`config.mk`:
```
export PLATFORM = sky130hd
export DESIGN_NAME = xxtea_block_cipher_core
export DESIGN_NICKNAME = d
export VERILOG_FILES = /design/src/rtl/core/btea_pkg.sv /design/src/rtl/core/xxtea_block_cipher_core.sv /design/src/rtl/core/btea_mix.sv /design/src/rtl/core/btea_dp.sv /design/src/rtl/core/btea_seq.sv
export SDC_FILE = /design/constraint.sdc
export NUM_CORES = 2
export LEC_CHECK = 0
export BUFFER_PORTS_ARGS = -buffer_cell sky130_fd_sc_hd__buf_2
export CAP_MARGIN = 20
export CORE_MARGIN = 2
export CORE_UTILIZATION = 50
export CTS_CLUSTER_DIAMETER = 100
export DETAILED_ROUTE_END_ITERATION = 10
export GPL_ROUTABILITY_DRIVEN = 0
export PLACE_DENSITY = 0.63
export RECOVER_POWER = 50
export SYNTH_ARGS = -nofsm -noshare
export SYNTH_HDL_FRONTEND = slang
export SYNTH_SLANG_ARGS = --single-unit
```
`constraint.sdc`:
```
create_clock -name clk -period 22.9 [get_ports clk]
set_input_delay 1.145 -clock clk [delete_from_list [all_inputs] [get_ports clk]]
set_output_delay 1.145 -clock clk [all_outputs]
set_load 0.05 [all_outputs]
```
`src/rtl/core/btea_pkg.sv`:
```
// ----------------------------------------------------------------------------
// btea_pkg
// Shared types and constants for the corrected block tea cipher core.
// ----------------------------------------------------------------------------
package btea_pkg;

  localparam logic [31:0] DELTA   = 32'h9e37_79b9;
  localparam int          ROUND_W = 6;

  // sequencer to datapath controls, decoded combinationally from the state
  typedef struct packed {
    logic        load;     // write the incoming word to the block store
    logic        step;     // one mixing step: write back, shift word regs
    logic        rd_b;     // registered store read into the neighbor reg
    logic        rd_out;   // registered store read into the output reg
    logic        pre_a;    // chain reg takes the neighbor reg
    logic        pre_cur;  // current-word reg takes the neighbor reg
    logic        dec;      // decrypt direction
    logic        fwd;      // two-word block: neighbor is the chain word
    logic [1:0]  key_idx;
    logic [31:0] sum;
  } btea_ctl_t;

  // full passes over the block: 6 + 52/n, for n of 2 to 31
  function automatic logic [ROUND_W-1:0] round_count(input logic [4:0] n);
    logic [ROUND_W-1:0] q;
    priority if (n <= 5'd2)  q = 6'd32;
    else if (n == 5'd3)      q = 6'd23;
    else if (n == 5'd4)      q = 6'd19;
    else if (n == 5'd5)      q = 6'd16;
    else if (n == 5'd6)      q = 6'd14;
    else if (n == 5'd7)      q = 6'd13;
    else if (n == 5'd8)      q = 6'd12;
    else if (n <= 5'd10)     q = 6'd11;
    else if (n <= 5'd13)     q = 6'd10;
    else if (n <= 5'd17)     q = 6'd9;
    else if (n <= 5'd26)     q = 6'd8;
    else                     q = 6'd7;
    return q;
  endfunction

endpackage

```
`src/rtl/core/xxtea_block_cipher_core.sv`:
```
// ----------------------------------------------------------------------------
// xxtea_block_cipher_core
// Corrected block tea engine: loads a block of 32-bit words, encrypts or
// decrypts it in place with a 128-bit key, then streams the words back out.
// ----------------------------------------------------------------------------
//  channel  signals                              direction  transfer
//  in       in_valid/in_ready, in_data_word      to core    one block word
//  out      out_valid/out_ready, out_result_word,
//           out_last_word                        from core  one result word
//  cfg      cfg_valid/cfg_ready, cfg_index,
//           cfg_data                             to core    one register write
//
// A block of n words is loaded word by word, prefetched through states PRE0,
// PRE1 and PRE2, then mixed in q passes with q = 6 + 52/n (one mixing step
// per cycle through the single store read port) and streamed back out.
// The core takes no input while it processes or drains a block.
// Output stalls hold the current word; cfg is always ready.
// Reset returns the sequencer to block loading and restores the register defaults.
// ----------------------------------------------------------------------------
module xxtea_block_cipher_core #(
  parameter int MAX_WORDS = 16
) (
  input  logic        clk,
  input  logic        rst_n,
  input  logic        in_valid,
  output logic        in_ready,
  input  logic [31:0] in_data_word,
  output logic        out_valid,
  input  logic        out_ready,
  output logic [31:0] out_result_word,
  output logic        out_last_word,
  input  logic        cfg_valid,
  output logic        cfg_ready,
  input  logic [2:0]  cfg_index,
  input  logic [31:0] cfg_data
);

  localparam int IDX_W = $clog2(MAX_WORDS);
  localparam int CNT_W = $clog2(MAX_WORDS + 1);

  localparam logic [2:0] CFG_MODE        = 3'd0;
  localparam logic [2:0] CFG_BLOCK_WORDS = 3'd1;
  localparam logic [2:0] CFG_KEY0        = 3'd2;
  localparam logic [2:0] CFG_KEY1        = 3'd3;
  localparam logic [2:0] CFG_KEY2        = 3'd4;
  localparam logic [2:0] CFG_KEY3        = 3'd5;

  logic                 mode_r;
  logic [4:0]           block_words_r;
  logic [3:0][31:0]     key_r;
  btea_pkg::btea_ctl_t  ctl;
  logic [IDX_W-1:0]     wr_addr;
  logic [IDX_W-1:0]     rd_addr;

  assign cfg_ready = 1'b1;

  always_ff @(posedge clk) begin
    if (!rst_n) begin
      mode_r        <= 1'b0;
      block_words_r <= 5'd16;
      key_r         <= '0;
    end else if (cfg_valid) begin
      unique case (cfg_index)
        CFG_MODE:        mode_r        <= cfg_data[0];
        CFG_BLOCK_WORDS: block_words_r <= cfg_data[4:0];
        CFG_KEY0:        key_r[0]      <= cfg_data;
        CFG_KEY1:        key_r[1]      <= cfg_data;
        CFG_KEY2:        key_r[2]      <= cfg_data;
        CFG_KEY3:        key_r[3]      <= cfg_data;
        default: begin
        end
      endcase
    end
  end

  btea_seq #(
    .MAX_WORDS (MAX_WORDS),
    .IDX_W     (IDX_W),
    .CNT_W     (CNT_W)
  ) u_seq (
    .clk             (clk),
    .rst_n           (rst_n),
    .in_valid        (in_valid),
    .in_ready        (in_ready),
    .cfg_mode        (mode_r),
    .cfg_block_words (block_words_r),
    .out_valid       (out_valid),
    .out_ready       (out_ready),
    .out_last        (out_last_word),
    .ctl             (ctl),
    .wr_addr         (wr_addr),
    .rd_addr         (rd_addr)
  );

  btea_dp #(
    .MAX_WORDS (MAX_WORDS),
    .IDX_W     (IDX_W)
  ) u_dp (
    .clk             (clk),
    .ctl             (ctl),
    .wr_addr         (wr_addr),
    .rd_addr         (rd_addr),
    .in_data_word    (in_data_word),
    .key             (key_r),
    .out_result_word (out_result_word)
  );

endmodule

```
`src/rtl/core/btea_mix.sv`:
```
// ----------------------------------------------------------------------------
// btea_mix
// Shared round unit: MX mixing function plus add or subtract into the word.
// ----------------------------------------------------------------------------
module btea_mix (
  input  logic [31:0] z,
  input  logic [31:0] y,
  input  logic [31:0] sum,
  input  logic [31:0] key_word,
  input  logic [31:0] cur,
  input  logic        dec,
  output logic [31:0] res
);

  logic [31:0] sh_term;
  logic [31:0] key_term;
  logic [31:0] mx;

  assign sh_term  = ((z >> 5) ^ (y << 2)) + ((y >> 3) ^ (z << 4));
  assign key_term = (sum ^ y) + (key_word ^ z);
  assign mx       = sh_term ^ key_term;
  assign res      = dec ? (cur - mx) : (cur + mx);

endmodule

```
`src/rtl/core/btea_dp.sv`:
```
// ----------------------------------------------------------------------------
// btea_dp
// Block store, word registers and the shared round unit.
// ----------------------------------------------------------------------------
module btea_dp #(
  parameter int MAX_WORDS = 16,
  parameter int IDX_W     = 4
) (
  input  logic                 clk,
  input  btea_pkg::btea_ctl_t  ctl,
  input  logic [IDX_W-1:0]     wr_addr,
  input  logic [IDX_W-1:0]     rd_addr,
  input  logic [31:0]          in_data_word,
  input  logic [3:0][31:0]     key,
  output logic [31:0]          out_result_word
);

  logic [31:0] mem [MAX_WORDS];
  logic [31:0] a_r;        // chain word: z when encrypting, y when decrypting
  logic [31:0] b_r;        // neighbor word read from the store
  logic [31:0] cur_r;      // word being updated
  logic [31:0] out_word_r;
  logic [31:0] b_eff;
  logic [31:0] z;
  logic [31:0] y;
  logic [31:0] new_word;

  assign b_eff = ctl.fwd ? a_r : b_r;
  assign z     = ctl.dec ? b_eff : a_r;
  assign y     = ctl.dec ? a_r : b_eff;

  btea_mix u_mix (
    .z        (z),
    .y        (y),
    .sum      (ctl.sum),
    .key_word (key[ctl.key_idx]),
    .cur      (cur_r),
    .dec      (ctl.dec),
    .res      (new_word)
  );

  always_ff @(posedge clk) begin
    if (ctl.load) begin
      mem[wr_addr] <= in_data_word;
    end else if (ctl.step) begin
      mem[wr_addr] <= new_word;
    end
  end

  always_ff @(posedge clk) begin
    if (ctl.rd_b) begin
      b_r <= mem[rd_addr];
    end
    if (ctl.rd_out) begin
      out_word_r <= mem[rd_addr];
    end
  end

  always_ff @(posedge clk) begin
    if (ctl.pre_a) begin
      a_r <= b_r;
    end else if (ctl.step) begin
      a_r <= new_word;
    end
    if (ctl.pre_cur) begin
      cur_r <= b_r;
    end else if (ctl.step) begin
      cur_r <= b_eff;
    end
  end

  assign out_result_word = out_word_r;

endmodule

```
`src/rtl/core/btea_seq.sv`:
```
// ----------------------------------------------------------------------------
// btea_seq
// Sequencer: block loading, prefetch, round and step counting, drain.
// ----------------------------------------------------------------------------
module btea_seq #(
  parameter int MAX_WORDS = 16,
  parameter int IDX_W     = 4,
  parameter int CNT_W     = 5
) (
  input  logic                 clk,
  input  logic                 rst_n,
  input  logic                 in_valid,
  output logic                 in_ready,
  input  logic                 cfg_mode,
  input  logic [4:0]           cfg_block_words,
  output logic                 out_valid,
  input  logic                 out_ready,
  output logic                 out_last,
  output btea_pkg::btea_ctl_t  ctl,
  output logic [IDX_W-1:0]     wr_addr,
  output logic [IDX_W-1:0]     rd_addr
);

  localparam int AW1 = IDX_W + 1;

  typedef enum logic [6:0] {
    S_LOAD = 7'b0000001,
    S_PRE0 = 7'b0000010,
    S_PRE1 = 7'b0000100,
    S_PRE2 = 7'b0001000,
    S_RUN  = 7'b0010000,
    S_OUT0 = 7'b0100000,
    S_OUT  = 7'b1000000
  } state_t;

  state_t                        state_r, state_nxt;
  logic [IDX_W-1:0]              ld_cnt_r, ld_cnt_nxt;
  logic [CNT_W-1:0]              n_r, n_nxt;
  logic                          dec_r, dec_nxt;
  logic [IDX_W-1:0]              p_r, p_nxt;
  logic [IDX_W-1:0]              k_r, k_nxt;
  logic [btea_pkg::ROUND_W-1:0]  rounds_r, rounds_nxt;
  logic [31:0]                   sum_r, sum_nxt;
  logic                          out_valid_r, out_valid_nxt;
  logic                          out_last_r, out_last_nxt;

  logic [CNT_W-1:0]              n_eff;
  logic                          ld_restart;
  logic [IDX_W-1:0]              ld_addr;
  logic                          ld_last;
  logic                          in_fire;
  logic [IDX_W-1:0]              nm1;
  logic [IDX_W-1:0]              nm2;
  logic [btea_pkg::ROUND_W-1:0]  q_tab;
  logic [31:0]                   dec_sum0;
  logic                          p_last;
  logic [IDX_W-1:0]              p_step;
  logic [AW1-1:0]                rd_fwd;
  logic [AW1-1:0]                rd_bwd;
  logic [IDX_W-1:0]              run_rd;
  logic [IDX_W-1:0]              k_inc;

  // word count clamped to the store and to at least two
  always_comb begin
    priority if (cfg_block_words < 5'd2) begin
      n_eff = CNT_W'(2);
    end else if (32'(cfg_block_words) > MAX_WORDS) begin
      n_eff = CNT_W'(MAX_WORDS);
    end else begin
      n_eff = CNT_W'(cfg_block_words);
    end
  end

  assign in_ready   = (state_r == S_LOAD);
  assign in_fire    = in_valid & in_ready;
  // a shrunk word count drops the partial block
  assign ld_restart = (CNT_W'(ld_cnt_r) >= n_eff);
  assign ld_addr    = ld_restart ? '0 : ld_cnt_r;
  assign ld_last    = (CNT_W'(ld_addr) == (n_eff - CNT_W'(1)));

  assign nm1      = IDX_W'(n_r - CNT_W'(1));
  assign nm2      = IDX_W'(n_r - CNT_W'(2));
  assign q_tab    = btea_pkg::round_count(5'(n_r));
  assign dec_sum0 = 32'(q_tab) * btea_pkg::DELTA;

  // step order: up through the block when encrypting, down when decrypting
  assign p_last = dec_r ? (p_r == '0) : (p_r == nm1);
  always_comb begin
    if (dec_r) begin
      p_step = p_last ? nm1 : (p_r - IDX_W'(1));
    end else begin
      p_step = p_last ? '0 : (p_r + IDX_W'(1));
    end
  end

  // neighbor two places ahead when encrypting, two behind when decrypting, modulo the word count
  assign rd_fwd = (AW1'(p_r) + AW1'(2) >= AW1'(n_r)) ?
                  (AW1'(p_r) + AW1'(2) - AW1'(n_r)) : (AW1'(p_r) + AW1'(2));
  assign rd_bwd = (p_r >= IDX_W'(2)) ? (AW1'(p_r) - AW1'(2)) :
                  (AW1'(p_r) + AW1'(n_r) - AW1'(2));
  assign run_rd = dec_r ? IDX_W'(rd_bwd) : IDX_W'(rd_fwd);
  assign k_inc  = k_r + IDX_W'(1);

  always_comb begin
    state_nxt     = state_r;
    ld_cnt_nxt    = ld_cnt_r;
    n_nxt         = n_r;
    dec_nxt       = dec_r;
    p_nxt         = p_r;
    k_nxt         = k_r;
    rounds_nxt    = rounds_r;
    sum_nxt       = sum_r;
    out_valid_nxt = out_valid_r;
    out_last_nxt  = out_last_r;
    ctl           = '0;
    ctl.dec       = dec_r;
    ctl.fwd       = (n_r == CNT_W'(2));
    ctl.key_idx   = 2'(p_r) ^ sum_r[3:2];
    ctl.sum       = sum_r;
    wr_addr       = ld_addr;
    rd_addr       = '0;
    unique case (state_r)
      S_LOAD: begin
        if (in_fire) begin
          ctl.load = 1'b1;
          if (ld_last) begin
            ld_cnt_nxt = '0;
            n_nxt      = n_eff;
            dec_nxt    = cfg_mode;
            state_nxt  = S_PRE0;
          end else begin
            ld_cnt_nxt = ld_addr + IDX_W'(1);
          end
        end
      end
      S_PRE0: begin
        rd_addr    = dec_r ? '0 : nm1;
        ctl.rd_b   = 1'b1;
        rounds_nxt = q_tab;
        sum_nxt    = dec_r ? dec_sum0 : btea_pkg::DELTA;
        state_nxt  = S_PRE1;
      end
      S_PRE1: begin
        rd_addr   = dec_r ? nm1 : '0;
        ctl.rd_b  = 1'b1;
        ctl.pre_a = 1'b1;
        state_nxt = S_PRE2;
      end
      S_PRE2: begin
        rd_addr     = dec_r ? nm2 : IDX_W'(1);
        ctl.rd_b    = 1'b1;
        ctl.pre_cur = 1'b1;
        p_nxt       = dec_r ? nm1 : '0;
        state_nxt   = S_RUN;
      end
      S_RUN: begin
        ctl.step = 1'b1;
        ctl.rd_b = 1'b1;
        wr_addr  = p_r;
        rd_addr  = run_rd;
        p_nxt    = p_step;
        if (p_last) begin
          if (rounds_r == btea_pkg::ROUND_W'(1)) begin
            state_nxt = S_OUT0;
          end else begin
            rounds_nxt = rounds_r - btea_pkg::ROUND_W'(1);
            sum_nxt    = dec_r ? (sum_r - btea_pkg::DELTA) : (sum_r + btea_pkg::DELTA);
          end
        end
      end
      S_OUT0: begin
        rd_addr       = '0;
        ctl.rd_out    = 1'b1;
        k_nxt         = '0;
        out_valid_nxt = 1'b1;
        out_last_nxt  = 1'b0;
        state_nxt     = S_OUT;
      end
      S_OUT: begin
        if (out_ready) begin
          if (k_r == nm1) begin
            out_valid_nxt = 1'b0;
            state_nxt     = S_LOAD;
          end else begin
            k_nxt        = k_inc;
            rd_addr      = k_inc;
            ctl.rd_out   = 1'b1;
            out_last_nxt = (k_inc == nm1);
          end
        end
      end
      default: begin
        state_nxt = S_LOAD;
      end
    endcase
  end

  always_ff @(posedge clk) begin
    if (!rst_n) begin
      state_r     <= S_LOAD;
      ld_cnt_r    <= '0;
      out_valid_r <= 1'b0;
    end else begin
      state_r     <= state_nxt;
      ld_cnt_r    <= ld_cnt_nxt;
      out_valid_r <= out_valid_nxt;
    end
  end

  always_ff @(posedge clk) begin
    n_r        <= n_nxt;
    dec_r      <= dec_nxt;
    p_r        <= p_nxt;
    k_r        <= k_nxt;
    rounds_r   <= rounds_nxt;
    sum_r      <= sum_nxt;
    out_last_r <= out_last_nxt;
  end

  assign out_valid = out_valid_r;
  assign out_last  = out_last_r;

endmodule
```
* Yosys cells after proc, flatten, opt, wreduce, memory -nomap -nowiden
Memories as Yosys holds them, arrays and structs flattened.
Index checks and enable logic that the tools add are counted.
** Storage, ports and cells
- Register bits after elaboration :: 327
- Logic and storage cells :: 191
- Memories :: 1
- Input port bits :: 72
- Output and inout port bits :: 36
- Bits in writable memories :: 512
** Memories
- u_dp.mem :: depth 16, width 32, rd ports 1, clocked after memory_dff 0, write ports 1, RTL line btea_dp.sv:18 : logic [31:0] mem [MAX_WORDS];
** Operators by class
- Bitwise logic cells :: 8
- $mul :: 1
- Equality and inequality tests :: 32
- Order comparisons :: 11
- Multiplexer cells :: 79
- Reductions and logical operators :: 20
- $add $sub $neg :: 19
** Operators by type and width (count)
- $mux 32 :: 14
- $add 32x32->32 :: 3
- $xor 32x32->32 :: 3
- $mux 6 :: 12
- $mux 4 :: 17
- $bmux 32 s2 :: 1
- $pmux 32 s2 :: 1
- $pmux 7 s7 :: 1
- $mux 7 :: 6
- $add 32x32->32 const B :: 1
- $mul 6x32->32 const B :: 1
- $sub 32x32->32 :: 1
- $sub 32x32->32 const B :: 1
- $xor 27x32->32 :: 1
- $xor 29x32->32 :: 1
- $eq 5x3->1 const B :: 4
- $pmux 4 s5 :: 1
- $mux 1 :: 18
- $pmux 4 s2 :: 2
- $reduce_and 2->1 :: 7
- $add 4x1->4 const B :: 3
- $eq 4x4->1 :: 3
- $pmux 6 s2 :: 1
- $reduce_and 3->1 :: 4
- 42 further kinds :: 63

* Logic depth before layout (Yosys ltp)
- Word-level depth :: 15
- Mapped depth :: 36
- Mapped depth without buffers :: 33

* By module
From an unflattened synthesis, not the netlist that was laid out.
** Second synthesis, totals
- Cell total of the unflattened synthesis :: 3482
- Area, all modules :: 45653.8 um^2
** By module, submodules not included
- btea_dp :: times used 1, seq. area each 19218.4 um^2, area each 25719.7 um^2, cells each 1160
- btea_seq :: times used 1, seq. area each 1831.8 um^2, area each 8256.7 um^2, cells each 947
- btea_mix :: times used 1, seq. area each 0.0 um^2, area each 6712.7 um^2, cells each 898
- xxtea_block_cipher_core :: times used 1, seq. area each 2682.6 um^2, area each 4964.8 um^2, cells each 477

* Worst setup path before layout
No wires, ideal clock.
- Path kind :: reg2reg
- From :: register u_seq.n_r[2]
- To :: memory u_dp.mem[0][31], data pin
- Path buffers :: 2
- Data arrival time :: 7.405 ns
- Stages on the path, launching flop included :: 35
- Required time :: 22.615 ns
- Clock period less this slack :: 7.691 ns
- Library setup time :: 0.285 ns
- Slack :: 15.209 ns
- Cells stage by stage :: edfxtp_1 > inv_1 > ha_1 > nor2b_1 > and2_1 > clkbuf_1 > nor2_1 > clkbuf_1 > mux2i_1 > inv_1 > ha_1 > inv_1 > fa_1 > and2b_1 > o211ai_2 > a211oi_4 > o22ai_2 > a221oi_4 > xnor2_1 > xnor2_1 > nor4b_4 > and3_1 > a21oi_1 > xor2_1 > ha_1 > a21o_1 > a21oi_1 > nand2b_1 > a21o_1 > a31oi_1 > nor2b_1 > o21a_1 > o41ai_1 > xnor3_1 > mux2_2
** Between the ends
- Longest elaborated chain between the ends :: 9
- Elaborated cells between the ends (all ways) :: 15
- Those cells by class :: add/sub (4); eq/ne (1); mux (5); bitwise (5)
** RTL lines
- start: declaration :: RTL line btea_seq.sv:38 : logic [CNT_W-1:0] n_r, n_nxt;
- start signal: assignment :: RTL line btea_seq.sv:211 : n_r <= n_nxt;
- $eq 5x2->1 * :: RTL line btea_seq.sv:117 : ctl.fwd = (n_r == CNT_W'(2));
- $mux 32 * :: RTL line btea_dp.sv:28 : assign b_eff = ctl.fwd ? a_r : b_r;
- $mux 32, on equally long branches :: RTL line btea_dp.sv:29, btea_dp.sv:30
- $xor 27x32->32, or another cell as far along :: RTL line btea_mix.sv:19 : assign sh_term = ((z >> 5) ^ (y << 2)) + ((y >> 3) ^ (z << 4));
- $add 32x32->32, on equally long branches :: RTL line btea_mix.sv:19, btea_mix.sv:20
- $xor 32x32->32 * :: RTL line btea_mix.sv:21 : assign mx = sh_term ^ key_term;
- $add 32x32->32 / $sub 32x32->32 (equally long branches) :: RTL line btea_mix.sv:22 : assign res = dec ? (cur - mx) : (cur + mx);
- $mux 32 * :: RTL line btea_mix.sv:22
- $mux 32 (no line) *
- end: declaration :: RTL line btea_dp.sv:18
Every way passes the cells marked *; elsewhere a longest branch is shown, timed or not.

* Final worst setup path
- From :: register u_seq.n_r[2]
- To :: memory u_dp.mem[4][31], data pin
The elaborated chain is that of the path after synthesis.

==> run metrics <==
Vias/cell 6.07; final worst-path cycle share about 44%; top achievable clock speed 98.1 MHz; dominant combinational cell family by area after synthesis compound AO/OA/AOI/OAI gates; status finished, violations left; fraction of the mapped netlist area in adder cells 6.83%; number of max-slew violations in the final report 763; initial DRC count between 3000 and 4000; die height about 310 um; mux contribution to synthesized area under 10%; layout cell share with drive strength beyond 1 9.92%; setup tns final 0 ns; number of H-tree levels 3; failing checks capacitance limit, slew limit; transition time of the tightest slew-check pin 3.24 ns; compound-gate portion of the synthesized area 15.8%; instance area at placement approximately 0.049 mm^2; commonest non-fill, non-tap cell in the layout sky130_fd_sc_hd__edfxtp_1; vias in the first global route 32700; Distinct cells, synth between 100 and 150; die boundary width 313 um; unrepaired setup endpoints after global routing false; number of synthesized register bits 839; Antenna Nets Post-Route 0; number of optimization iterations in the first detailed-route pass 6; Post-CTS Hold Buffers 0; Detailed Route WL 141000 um; clock insertion delay at the later pin of the skew report 0.68 ns; number of enable flip-flop cells after synthesis 693; worst clock skew 0.0578 ns; Avg Inst Size Synth 11.1 um^2; post-synthesis share of cell area spent on and, or, nand and nor gates 10.2%; Post-Place Worst Slack 13.81 ns; post-synthesis xor/xnor area fraction 6.30%; critical path arrival 10.58 ns; FFs w/ async S/R, synth 0%; maxcap violations 24; DP Wirelength ~94000 um; type of element capturing the critical path flip-flop; post-route setup slack 12.71 ns; largest net degree at the start of global routing 97; overflow left after global routing 0; Worst Path Buf+Inv 3; Setup Crit Path Kind flip-flop to flip-flop; most used cells in the layout excluding fill and tap cells 693 x sky130_fd_sc_hd__edfxtp_1, 576 x sky130_fd_sc_hd__nand2_1, 231 x sky130_fd_sc_hd__xnor2_1; cell family contributing the most delay on the critical path compound AO/OA/AOI/OAI gates; DIE AREA 0.0977 mm^2; wire length of the first global-routing pass 210000 um; number of synthesis warnings 0; CTS tree built; worst slew margin relative to its limit -116%; Critical Path Max Stage Delay 1.54 ns; Final Instance Area 0.0522 mm^2; Hold Fails Final Rpt 0; minimum clock period 10.19 ns; Worst IR Drop VDD 0.0000719 V; number of buffer cells added on primary ports roughly 110; Final nets 4602; Slowest-stage cell, CP sky130_fd_sc_hd__clkbuf_1; CTS resizes 0; number of standard-cell rows in the floorplan 113; CP dominant cell by count sky130_fd_sc_hd__ha_1; synthesized instance count about 4300; Hold WC Path Type flip-flop to flip-flop; Post-CTS Setup Repair Bufs 0; clock tree sinks between 800 and 900; starting density of the core 50.3%; Primary FF master, synth sky130_fd_sc_hd__edfxtp_1; maximum clock insertion buffer count 3; share of synthesized area occupied by flip-flops and latches 49.9%; Wirelength per Cell 25.0 um; cell area after synthesis 0.0476 mm^2; CTS clk-pin slew, worst paths 0.07 ns; CP startpoint kind flip-flop; number of buffers added by the clock tree synthesis step 89; Worst Path Max Fanout 51; Via Count between 30000 and 40000; total I/O pin count 108; Final setup violation count 0; antenna violations before repair 7; DRC errors left 0; Core ar. around 0.095 mm^2; overall power of the completed layout 0.00401 W; Cell Pwr Density 76.9 mW/mm^2; Static Leak 18.8 nW; required arrival time at the worst endpoint 23.29 ns; overall track demand over capacity in global routing 28.4%; post-synthesis to final-layout area growth 9.63%; clock tree root buffer cell sky130_fd_sc_hd__clkbuf_16
==> worst paths after layout <==
path / from / endpoint / slack (ns) / depth (start not counted)
setup / recovery: u_seq.n_r[2] / u_dp.mem[4][31] / 12.71 / 31
hold / removal: key_r[18] / key_r[18] / 0.46 / 2
setup reg to reg: u_seq.n_r[2] / u_dp.mem[4][31] / 12.71 / 31
hold reg to reg: key_r[18] / key_r[18] / 0.46 / 2
==> routing by layer <==
metal	vias to the layer above	part of all wire, %	global-route usage (%)	wire length [um]
li1	15800	-	-	-
met1	16900	42	38.3	59000
met2	1222	48	46.9	67400
met3	252	6.4	3.80	9000
met4	2	4.1	10.7	5720
met5	-	0.0092	0	13
==> worst reg2reg max path: cells and delay by family, from the launching register on <==
family	cells	cell delay, ns
multiplexers	2	0.67
XOR/XNOR	4	0.89
AO/OA/AOI/OAI	11	3.00
adder cells (fa/ha/maj)	3	0.79
buffers and inverters	3	2.20
flip-flops	1	0.52
AND/OR/NAND/NOR	8	1.82
==> cell type report <==
cell class	instances	area (um^2)
Antenna cell	6	15.0
Clock buffer	109	2360
Clock inverter	54	578
Fill cell	8244	42500
Inverter	145	544
Multi-Input combinational cell	3040	22400
Sequential cell	839	23700
Tap cell	1265	1580
Timing Repair Buffer	176	936
==> through the flow <==
stage          instances  hold WS (ns)  util, %
6_report            5634         0.462     55.1
5_1_grt             5629         0.481     55.1
4_1_cts             5628         0.464     55.2
3_5_place_dp        5465         0.456     52.1
3_3_place_gp        5463         0.449     52.1
2_1_floorplan       4288         0.402        -
==> power by group <==
group	switching (W)	internal (W)	total (W)	leakage [nW]
clock network	0.000624	0.000830	0.00145	1.42
registers	0.0000325	0.00174	0.00177	7.42
logic	0.000496	0.000288	0.000784	9.95
==> flip-flops by register name, indices dropped and copies added, names as in the netlist, 4 cells and up <==
| register | flops |
|---|---|
| block_words_r | 5 |
| key_r | 128 |
| u_dp.a_r | 32 |
| u_dp.b_r | 32 |
| u_dp.cur_r | 32 |
| u_dp.mem | 512 |
| u_dp.out_result_word | 32 |
| u_seq.k_r | 4 |
| u_seq.ld_cnt_r | 4 |
| u_seq.n_r | 5 |
| u_seq.p_r | 4 |
| u_seq.rounds_r | 6 |
| u_seq.state_r | 7 |
| u_seq.sum_r | 32 |
==> cell usage after synthesis, types with 35 or more instances <==
master | instances | share of area, %
sky130_fd_sc_hd__edfxtp_1 | 693 | 44
sky130_fd_sc_hd__a21oi_1 | 185 | 1.9
sky130_fd_sc_hd__mux2_2 | 74 | 1.8
sky130_fd_sc_hd__nand2_1 | 578 | 4.6
sky130_fd_sc_hd__o31ai_1 | 43 | 0.68
sky130_fd_sc_hd__nor2_1 | 172 | 1.4
sky130_fd_sc_hd__a211oi_1 | 45 | 0.71
sky130_fd_sc_hd__xor2_1 | 90 | 1.7
sky130_fd_sc_hd__fa_1 | 35 | 1.5
sky130_fd_sc_hd__mux2i_1 | 202 | 4.2
sky130_fd_sc_hd__clkbuf_1 | 208 | 1.6
sky130_fd_sc_hd__inv_1 | 143 | 1.1
sky130_fd_sc_hd__a21o_1 | 68 | 1.1
sky130_fd_sc_hd__a311oi_1 | 36 | 0.66
sky130_fd_sc_hd__a31oi_1 | 52 | 0.68
sky130_fd_sc_hd__o21ai_0 | 145 | 1.5
sky130_fd_sc_hd__a21boi_0 | 137 | 2.2
sky130_fd_sc_hd__o22ai_1 | 54 | 0.71
sky130_fd_sc_hd__a22o_1 | 64 | 1.2
sky130_fd_sc_hd__and3_1 | 59 | 0.78
sky130_fd_sc_hd__dfxtp_1 | 146 | 6.1
sky130_fd_sc_hd__nand3_1 | 97 | 1.0
sky130_fd_sc_hd__a22oi_1 | 52 | 0.82
sky130_fd_sc_hd__xnor2_1 | 233 | 4.3
sky130_fd_sc_hd__nor3_1 | 37 | 0.39
sky130_fd_sc_hd__ha_1 | 204 | 5.4
==> logic make-up after synthesis <==
kind of cell,after synthesis
and+or+nand+nor,1079
muxes,308
DFF,839
other,2
AOI/OAI and AO/OA,1075
adders and majority gates,239
buffers and inverters,409
xor gates and xnor gates,332
No activity file was read; power rests on OpenSTA's default activity.
